[src/rtl/mstt_pkg.sv]
// types and constants for the multi-slot periodic timer table
// shared by mstt_out_reg and the top level; no dependencies
package mstt_pkg;

	localparam int SLOT_W = 4;
	localparam int TICK_W = 32;
	localparam int CMD_W  = 3;
	localparam int KIND_W = 2;

	// command codes carried on the input tuser
	typedef enum logic [CMD_W-1:0] {
		CMD_TICK        = 3'd0,
		CMD_START       = 3'd1,
		CMD_STOP        = 3'd2,
		CMD_CANCEL      = 3'd3,
		CMD_STOP_REPEAT = 3'd4,
		CMD_SUSPEND     = 3'd5,
		CMD_RESUME      = 3'd6
	} cmd_t;

	// result kinds carried on the output tuser
	typedef enum logic [KIND_W-1:0] {
		KIND_START_ANS = 2'd0,
		KIND_FIRED     = 2'd1,
		KIND_DONE      = 2'd2
	} kind_t;

	// one result transaction
	typedef struct packed {
		kind_t             kind;
		logic [SLOT_W-1:0] slot;
		logic              full;
		logic [TICK_W-1:0] tick;
		logic              last;
	} result_t;

	// one slot entry held in the slot memory
	typedef struct packed {
		logic [TICK_W-1:0] deadline;
		logic [TICK_W-1:0] reload;
		logic              rep;
		logic              hld;
		logic              sil;
	} entry_t;

	// sequencer states, one-hot
	typedef enum logic [5:0] {
		ST_IDLE   = 6'b000001,
		ST_SCAN   = 6'b000010,
		ST_DONE   = 6'b000100,
		ST_START  = 6'b001000,
		ST_CMD_RD = 6'b010000,
		ST_CMD_WR = 6'b100000
	} state_t;

endpackage

[src/rtl/mstt_out_reg.sv]
// output register for result transactions of the timer table
// depends on mstt_pkg for result_t
module mstt_out_reg import mstt_pkg::*; (
	input  logic    clk,
	input  logic    arst_n,
	input  logic    push,
	input  result_t din,
	output logic    free,
	output logic    valid,
	input  logic    ready,
	output result_t dout
);

	logic    valid_q;
	result_t data_q;

	// register can take a new result when empty or being drained
	assign free  = !valid_q || ready;
	assign valid = valid_q;
	assign dout  = data_q;

	// valid flag
	always_ff @(posedge clk or negedge arst_n) begin
		if (!arst_n) begin
			valid_q <= 1'b0;
		end else if (push) begin
			valid_q <= 1'b1;
		end else if (ready) begin
			valid_q <= 1'b0;
		end
	end

	// payload
	always_ff @(posedge clk) begin
		if (push) begin
			data_q <= din;
		end
	end

endmodule

[src/rtl/multi_slot_periodic_timer_table_unit.sv]
// timer table: a tick scans the slots one per cycle (accept, a read of
// each slot plus one final evaluate, done); start answers from its own
// state, the other commands read the slot, then modify-write it; the
// one slot memory read per cycle sets the scan rate, and a stalled
// output holds the scan; reset clears busy bits and the tick counter,
// the slot memory itself is not cleared
module multi_slot_periodic_timer_table_unit import mstt_pkg::*; #(
	parameter int NUM_SLOTS = 16
) (
	input  logic        clk,
	input  logic        arst_n,
	input  logic        s_tvalid,
	output logic        s_tready,
	input  logic [39:0] s_tdata,  // slot_id[3:0], period[35:4], periodic[36], zero pad
	input  logic [2:0]  s_tuser,  // cmd[2:0]
	output logic        m_tvalid,
	input  logic        m_tready,
	output logic [39:0] m_tdata,  // slot_out[3:0], full_res[4], tick_now[36:5], zero pad
	output logic [1:0]  m_tuser,  // kind[1:0]
	output logic        m_tlast
);

	localparam int AW = (NUM_SLOTS > 1) ? $clog2(NUM_SLOTS) : 1;
	localparam int CW = $clog2(NUM_SLOTS + 1);
	localparam int IW = (CW > SLOT_W) ? CW : SLOT_W;

	state_t              state_q;
	cmd_t                cmd_q;
	logic [SLOT_W-1:0]   sid_q;
	logic [TICK_W-1:0]   period_q;
	logic                periodic_q;
	logic [TICK_W-1:0]   tick_q;
	logic [NUM_SLOTS-1:0] busy_q;

	logic [CW-1:0]       scan_idx_q;
	logic                ev_valid_s1;
	logic [AW-1:0]       ev_idx_s1;
	entry_t              rdata_s1;

	entry_t              mem [NUM_SLOTS];

	logic                ram_we;
	logic [AW-1:0]       ram_waddr;
	entry_t              ram_wdata;
	logic                ram_re;
	logic [AW-1:0]       ram_raddr;

	logic                out_free;
	logic                out_push;
	result_t             out_din;
	result_t             out_dout;

	logic                in_acc;
	logic [IW-1:0]       sid_w;
	logic                sid_hit;
	logic [AW-1:0]       sid_addr;
	logic                sid_busy;

	logic                ev_fire;
	logic                ev_report;
	logic                scan_more;
	logic                scan_adv;

	logic                free_found;
	logic [AW-1:0]       free_idx;
	entry_t              cmd_entry;

	assign in_acc   = s_tvalid && s_tready;
	assign s_tready = (state_q == ST_IDLE);

	// target slot decode
	assign sid_w    = IW'(sid_q);
	assign sid_hit  = sid_w < IW'(NUM_SLOTS);
	assign sid_addr = sid_w[AW-1:0];
	assign sid_busy = sid_hit && busy_q[sid_addr];

	// scan evaluate stage
	assign ev_fire   = ev_valid_s1 && busy_q[ev_idx_s1] && !rdata_s1.hld &&
	                   (rdata_s1.deadline <= tick_q);
	assign ev_report = ev_fire && !rdata_s1.sil;
	assign scan_more = scan_idx_q < CW'(NUM_SLOTS);
	assign scan_adv  = (state_q == ST_SCAN) && !(ev_report && !out_free);

	// lowest free slot
	always_comb begin
		free_found = 1'b0;
		free_idx   = '0;
		for (int i = NUM_SLOTS - 1; i >= 0; i--) begin
			if (!busy_q[i]) begin
				free_found = 1'b1;
				free_idx   = AW'(i);
			end
		end
	end

	// single-slot command modify
	always_comb begin
		cmd_entry = rdata_s1;
		unique case (cmd_q)
			CMD_CANCEL: begin
				cmd_entry.sil      = 1'b1;
				cmd_entry.hld      = 1'b0;
				cmd_entry.rep      = 1'b0;
				cmd_entry.deadline = '0;
			end
			CMD_STOP_REPEAT: cmd_entry.rep = 1'b0;
			CMD_SUSPEND:     cmd_entry.hld = 1'b1;
			CMD_RESUME: begin
				cmd_entry.hld      = 1'b0;
				cmd_entry.deadline = '0;
			end
			default: cmd_entry = rdata_s1;
		endcase
	end

	// memory port control and result selection
	always_comb begin
		ram_we    = 1'b0;
		ram_waddr = '0;
		ram_wdata = rdata_s1;
		ram_re    = 1'b0;
		ram_raddr = scan_idx_q[AW-1:0];
		out_push  = 1'b0;
		out_din   = '{kind: KIND_DONE, slot: sid_q, full: 1'b0, tick: tick_q, last: 1'b1};
		unique case (state_q)
			ST_SCAN: begin
				ram_re = scan_adv && scan_more;
				if (scan_adv && ev_fire && rdata_s1.rep) begin
					ram_we             = 1'b1;
					ram_waddr          = ev_idx_s1;
					ram_wdata.deadline = tick_q + rdata_s1.reload;
				end
				out_push = scan_adv && ev_report;
				out_din  = '{kind: KIND_FIRED, slot: SLOT_W'(ev_idx_s1), full: 1'b0,
				             tick: tick_q, last: 1'b0};
			end
			ST_DONE: begin
				out_push = out_free;
				out_din  = '{kind: KIND_DONE, slot: '0, full: 1'b0,
				             tick: tick_q + 1'b1, last: 1'b1};
			end
			ST_START: begin
				out_push  = out_free;
				ram_we    = out_free && free_found;
				ram_waddr = free_idx;
				ram_wdata = '{deadline: tick_q + period_q, reload: period_q,
				              rep: periodic_q, hld: 1'b0, sil: 1'b0};
				out_din   = '{kind: KIND_START_ANS,
				              slot: free_found ? SLOT_W'(free_idx) : '0,
				              full: !free_found, tick: tick_q, last: 1'b1};
			end
			ST_CMD_RD: begin
				ram_re    = 1'b1;
				ram_raddr = sid_addr;
			end
			ST_CMD_WR: begin
				out_push  = out_free;
				ram_we    = out_free && sid_busy && (cmd_q != CMD_STOP);
				ram_waddr = sid_addr;
				ram_wdata = cmd_entry;
			end
			default: begin
				out_push = 1'b0;
			end
		endcase
	end

	// slot memory
	always_ff @(posedge clk) begin
		if (ram_we) begin
			mem[ram_waddr] <= ram_wdata;
		end
		if (ram_re) begin
			rdata_s1 <= mem[ram_raddr];
		end
	end

	// input capture
	always_ff @(posedge clk) begin
		if (in_acc) begin
			cmd_q      <= cmd_t'(s_tuser);
			sid_q      <= s_tdata[3:0];
			period_q   <= s_tdata[35:4];
			periodic_q <= s_tdata[36];
		end
	end

	// scan evaluate slot index
	always_ff @(posedge clk) begin
		if (ram_re && (state_q == ST_SCAN)) begin
			ev_idx_s1 <= scan_idx_q[AW-1:0];
		end
	end

	// sequencer, scan counter, tick counter, busy bits
	always_ff @(posedge clk or negedge arst_n) begin
		if (!arst_n) begin
			state_q     <= ST_IDLE;
			scan_idx_q  <= '0;
			ev_valid_s1 <= 1'b0;
			tick_q      <= '0;
			busy_q      <= '0;
		end else begin
			unique case (state_q)
				ST_IDLE: begin
					if (in_acc) begin
						unique case (cmd_t'(s_tuser))
							CMD_TICK: begin
								state_q    <= ST_SCAN;
								scan_idx_q <= '0;
							end
							CMD_START: state_q <= ST_START;
							default:   state_q <= ST_CMD_RD;
						endcase
					end
				end
				ST_SCAN: begin
					if (scan_adv) begin
						ev_valid_s1 <= scan_more;
						if (scan_more) begin
							scan_idx_q <= scan_idx_q + 1'b1;
						end else begin
							state_q <= ST_DONE;
						end
						if (ev_fire && !rdata_s1.rep) begin
							busy_q[ev_idx_s1] <= 1'b0;
						end
					end
				end
				ST_DONE: begin
					if (out_free) begin
						tick_q  <= tick_q + 1'b1;
						state_q <= ST_IDLE;
					end
				end
				ST_START: begin
					if (out_free) begin
						if (free_found) begin
							busy_q[free_idx] <= 1'b1;
						end
						state_q <= ST_IDLE;
					end
				end
				ST_CMD_RD: begin
					state_q <= ST_CMD_WR;
				end
				ST_CMD_WR: begin
					if (out_free) begin
						if (sid_busy && (cmd_q == CMD_STOP)) begin
							busy_q[sid_addr] <= 1'b0;
						end
						state_q <= ST_IDLE;
					end
				end
				default: state_q <= ST_IDLE;
			endcase
		end
	end

	// result register
	mstt_out_reg u_out (
		.clk    (clk),
		.arst_n (arst_n),
		.push   (out_push),
		.din    (out_din),
		.free   (out_free),
		.valid  (m_tvalid),
		.ready  (m_tready),
		.dout   (out_dout)
	);

	assign m_tdata = {3'b000, out_dout.tick, out_dout.full, out_dout.slot};
	assign m_tuser = out_dout.kind;
	assign m_tlast = out_dout.last;

endmodule

[config.mk]
export PLATFORM = sky130hd
export DESIGN_NAME = multi_slot_periodic_timer_table_unit
export DESIGN_NICKNAME = d
export VERILOG_FILES = /design/src/rtl/mstt_pkg.sv /design/src/rtl/mstt_out_reg.sv /design/src/rtl/multi_slot_periodic_timer_table_unit.sv
export SDC_FILE = /design/constraint.sdc
export NUM_CORES = 2
export LEC_CHECK = 0
export ABC_AREA = 1
export ABC_CLOCK_PERIOD_IN_PS = 6000
export BUFFER_PORTS_ARGS = -buffer_cell sky130_fd_sc_hd__buf_2
export CAP_MARGIN = 15
export CORE_UTILIZATION = 40
export DETAILED_ROUTE_END_ITERATION = 12
export PLACE_DENSITY = 0.6
export SLEW_MARGIN = 20
export SYNTH_ARGS = -nofsm -noshare
export SYNTH_HDL_FRONTEND = slang
export SYNTH_SLANG_ARGS = --single-unit
[constraint.sdc]
create_clock -name clk -period 6 [get_ports clk]
set_input_delay 0.9 -clock clk [delete_from_list [all_inputs] [get_ports clk]]
set_output_delay 0.9 -clock clk [all_outputs]
set_load 0.01 [all_outputs]
==> summary.md <==
| Metric | Value |
|---|---|
| Largest net degree at the start of global routing | 191 |
| Synth Area in Compound Gates | 0.135 |
| Post-synth ARST share | 0.0475 |
| Tot GR Track Use | 0.226 |
| Worst path max stage delay | 0.94 ns |
| Worst Slack Setup Final | 1.48 ns |
| Multiplexer share of the synthesized area | 0 |
| Final Max Slew Viols | 0 |
| R2R cell count | 15 |
| Worst Max-Slew Pin Slew | 1.12 ns |
| Initial antenna violation count | 4 |
| Syn avg cell area | 11.5 um^2 |
| Max cap viols | 0 |
| Final Critical Period | 4.52 ns |
| Post-synthesis register bit count | 1284 |
| Period utilization | 0.754 |
| RePlAce Congestion | 0.934 |
| Rows | 137 |
| Worst-path clk slew | 0.06 ns |
| Postcts setup bufs | 0 |
| Leak pwr | 21.8 nW |
| Hold Path Stages | 1 |
| Drt initial violations | 4205 |
| Global-route wire length before repair | 241000 um |
| Crit-path cells | inv_1, ha_1, a21oi_1, o21a_1, nand2_1, a21oi_1, nand2_1, nand2_1, nand2_1, nor2_4, nand3_4, o21ai_1, nand2_1, nor2_4, buf_4 |
| Hold Path End | period_q[28] |
| Drt pass-1 iters | 5 |
| Post-cts hold buffer count | 0 |
| Gate Count Post-Synth | 4886 |
| Die Y-Extent | 377 um |
| Min-delay worst type | in -> reg |
| Synth unique cells | 58 |
| Total grt overflow | 0 |
| Syn. warnings | 0 |
| Ys flop type | edfxtp_1 |
| R2R Path Start | tick_q[31] |
| Seq/Total Area, Yosys | 0.678 |
| Fillers | 12600 |
| Chip Width | 377 um |
| FF/Latch Area | 38300 um^2 |
| Number of flops mapped to enable cells by yosys | 1223 |
| Area growth from synthesis to layout | 12.5% |
| Worst slack, placed | 1.47 ns |
| Latest clock arrival within the worst-skew pair | 0.77 ns |
| Total Neg Setup Slack | 0 ns |
| Commonest non-fill, non-tap cell in the layout | edfxtp_1 |
| Via density | 5.70 |
| Crit path max fanout | 21 |
| Setup Viol. Count Final | 0 |
| Worst R2R End | mem[3][42] |
| Hold Path Origin | s_tdata[32] |
| Layout Nets | 5063 |
| I/O Pins | 92 |
| Routed WL | 162000 um |
| Multi-input logic area | 16400 um^2 |
| Critical Path RT | 6.43 ns |
| Die area | 142000 um^2 |
| Root Buffer | clkbuf_16 |
| RSZ-0062 raised after global routing | no |
| Largest family of logic cells by synthesized area | compound AO/OA/AOI/OAI gates |
| Cell family with most CP delay | simple AND/OR/NAND/NOR gates |
| Worst EP arrival | 4.96 ns |
| DP HPWL | 94600 um |
| Status | finished clean |
| Worst setup path category | reg -> reg |
| Slowest-stage cell, CP | nor2_4 |
| Detailed-route via count | 39300 |
| Vias in the first global route | 37500 |
| CTS tree | done |
| Fraction of layout cells with a size suffix above 1 | 0.0815 |
| Buffers plus inverters on the worst setup path | 2 |
| Max Buffers Root-to-Sink | 3 |
| Num Clock Sinks | 1284 |
| Peak Freq | 0.221 GHz |
| Fin. Hold Viols | 0 |
| Slew headroom | 0.249 |
| Final ANT Viol Nets | 0 |
| CP endpoint kind | flip-flop |
| Synth Area in XOR/XNOR | 0.00730 |
| Post-Synth Simple-Gate Area | 0.122 |
| Initial cell density of the core | 0.404 |
| CTS resizes | 0 |
| Core area | 140000 um^2 |
| Most frequent cells in the layout | edfxtp_1, o21ai_0, nor2_1 |
| Startpoint types | flip-flop |
| Num CTS Buffers | 131 |
| Clock Skew | 0.0319 ns |
| WL per Instance | 23.5 um |
| CTS H-tree lvls | 4 |
| Adder-Cell Fraction of Synth Area | 0.0220 |
| Power density cells | 471 nW/um^2 |
| VDD IR-drop max | 343 uV |
| Post-route DRC | 0 |
| # port buffers | 85 |
| R2R Setup Slk | 1.48 ns |
| Post-synthesis cell area | 56400 um^2 |
| Top cell by count, worst path | nand2_1 |
## power breakdown
part | total, mW | switching [mW] | internal (mW) | leakage [nW]
combinational | 10.1 | 7.29 | 2.81 | 8.04
sequential | 12.0 | 0.657 | 11.3 | 11.8
clock | 7.82 | 3.41 | 4.41 | 1.96
total | 29.9 | 11.4 | 18.5 | 21.8
## through the flow
stage / instances / hold slack (ns) / instance area [um^2] / utilization / power (mW)
floorplan: 4888 / 0.442 / 56400 / - / 18.6
global placement: 6658 / 0.495 / 59300 / 0.425 / 21.9
detailed placement: 6659 / 0.495 / 59400 / 0.425 / 22.1
CTS: 6893 / 0.252 / 63400 / 0.454 / 29.9
global route: 6895 / 0.268 / 63400 / 0.454 / 31.5
finish: 6896 / 0.307 / 63500 / 0.454 / 29.9
## area by class of cell
cell class / count / share of cell area
inverter: 227 / 0.0137
antenna: 1 / 0.0000394
clock buffer: 170 / 0.0548
multi-input combinational: 3104 / 0.258
tap: 1876 / 0.0370
clock inverter: 64 / 0.00895
timing repair buffer: 170 / 0.0244
sequential: 1284 / 0.603
## sequential cells by signal, summed over array words and instances (netlist names)
name,flops
periodic_q,1
cmd_entry,32
mem,1072
sid_addr,4
ev_idx_s1,4
period_q,32
tick_q,32
scan_idx_q,5
state_q,6
cmd_q,3
busy_q,16
u_out.dout,40
ev_valid_s1,1
rdata_s1,35
u_out.valid,1
## worst max path at each step
stage / from / end / slack [ns] / cells after the start
final: tick_q[31] / mem[3][42] / 1.48 / 15
after global routing: tick_q[31] / mem[3][42] / 1.30 / 15
after CTS: tick_q[19] / mem[3][42] / 1.45 / 18
after detailed placement: tick_q[19] / mem[3][29] / 1.47 / 18
after global placement: tick_q[19] / mem[3][29] / 1.46 / 18
after floorplan: tick_q[13] / mem[4][0] / 0.48 / 16
## cell usage after synthesis, drive strengths merged (10+ instances only)
master  number  area share
o21ai      713       0.064
xor2        39      0.0061
buf         64      0.0056
inv        223       0.015
nor4        11      0.0015
nor3        36      0.0033
ha          96       0.021
a21oi      130       0.012
nand2      666       0.044
nand3      200       0.018
o221ai     196       0.030
edfxtp    1223        0.65
dfrtp       60       0.027
clkbuf     209       0.014
nand4       38      0.0045
o22ai       87      0.0097
a21o        16      0.0021
nor2       705       0.048
nand3b      10      0.0013
o211ai      81       0.011
or2         14      0.0016
## metal layers
metal,global-route usage,vias up,share of wire
li1,-,18000,-
met1,0.319,19600,0.44
met2,0.363,1457,0.47
met3,0.0343,230,0.070
met4,0.0605,2,0.021
met5,0,-,0.00012
## cells by family (layout without fill, tap and decap cells)
kind of cell,after synthesis,in the layout
buffers and inverters,500,631
AOI/OAI and AO/OA,1273,1273
adders and majority gates,98,98
xor gates and xnor gates,47,47
other,1,4
and+or+nand+nor,1683,1683
DFF,1284,1284
Power figures use the tool's default switching activity.
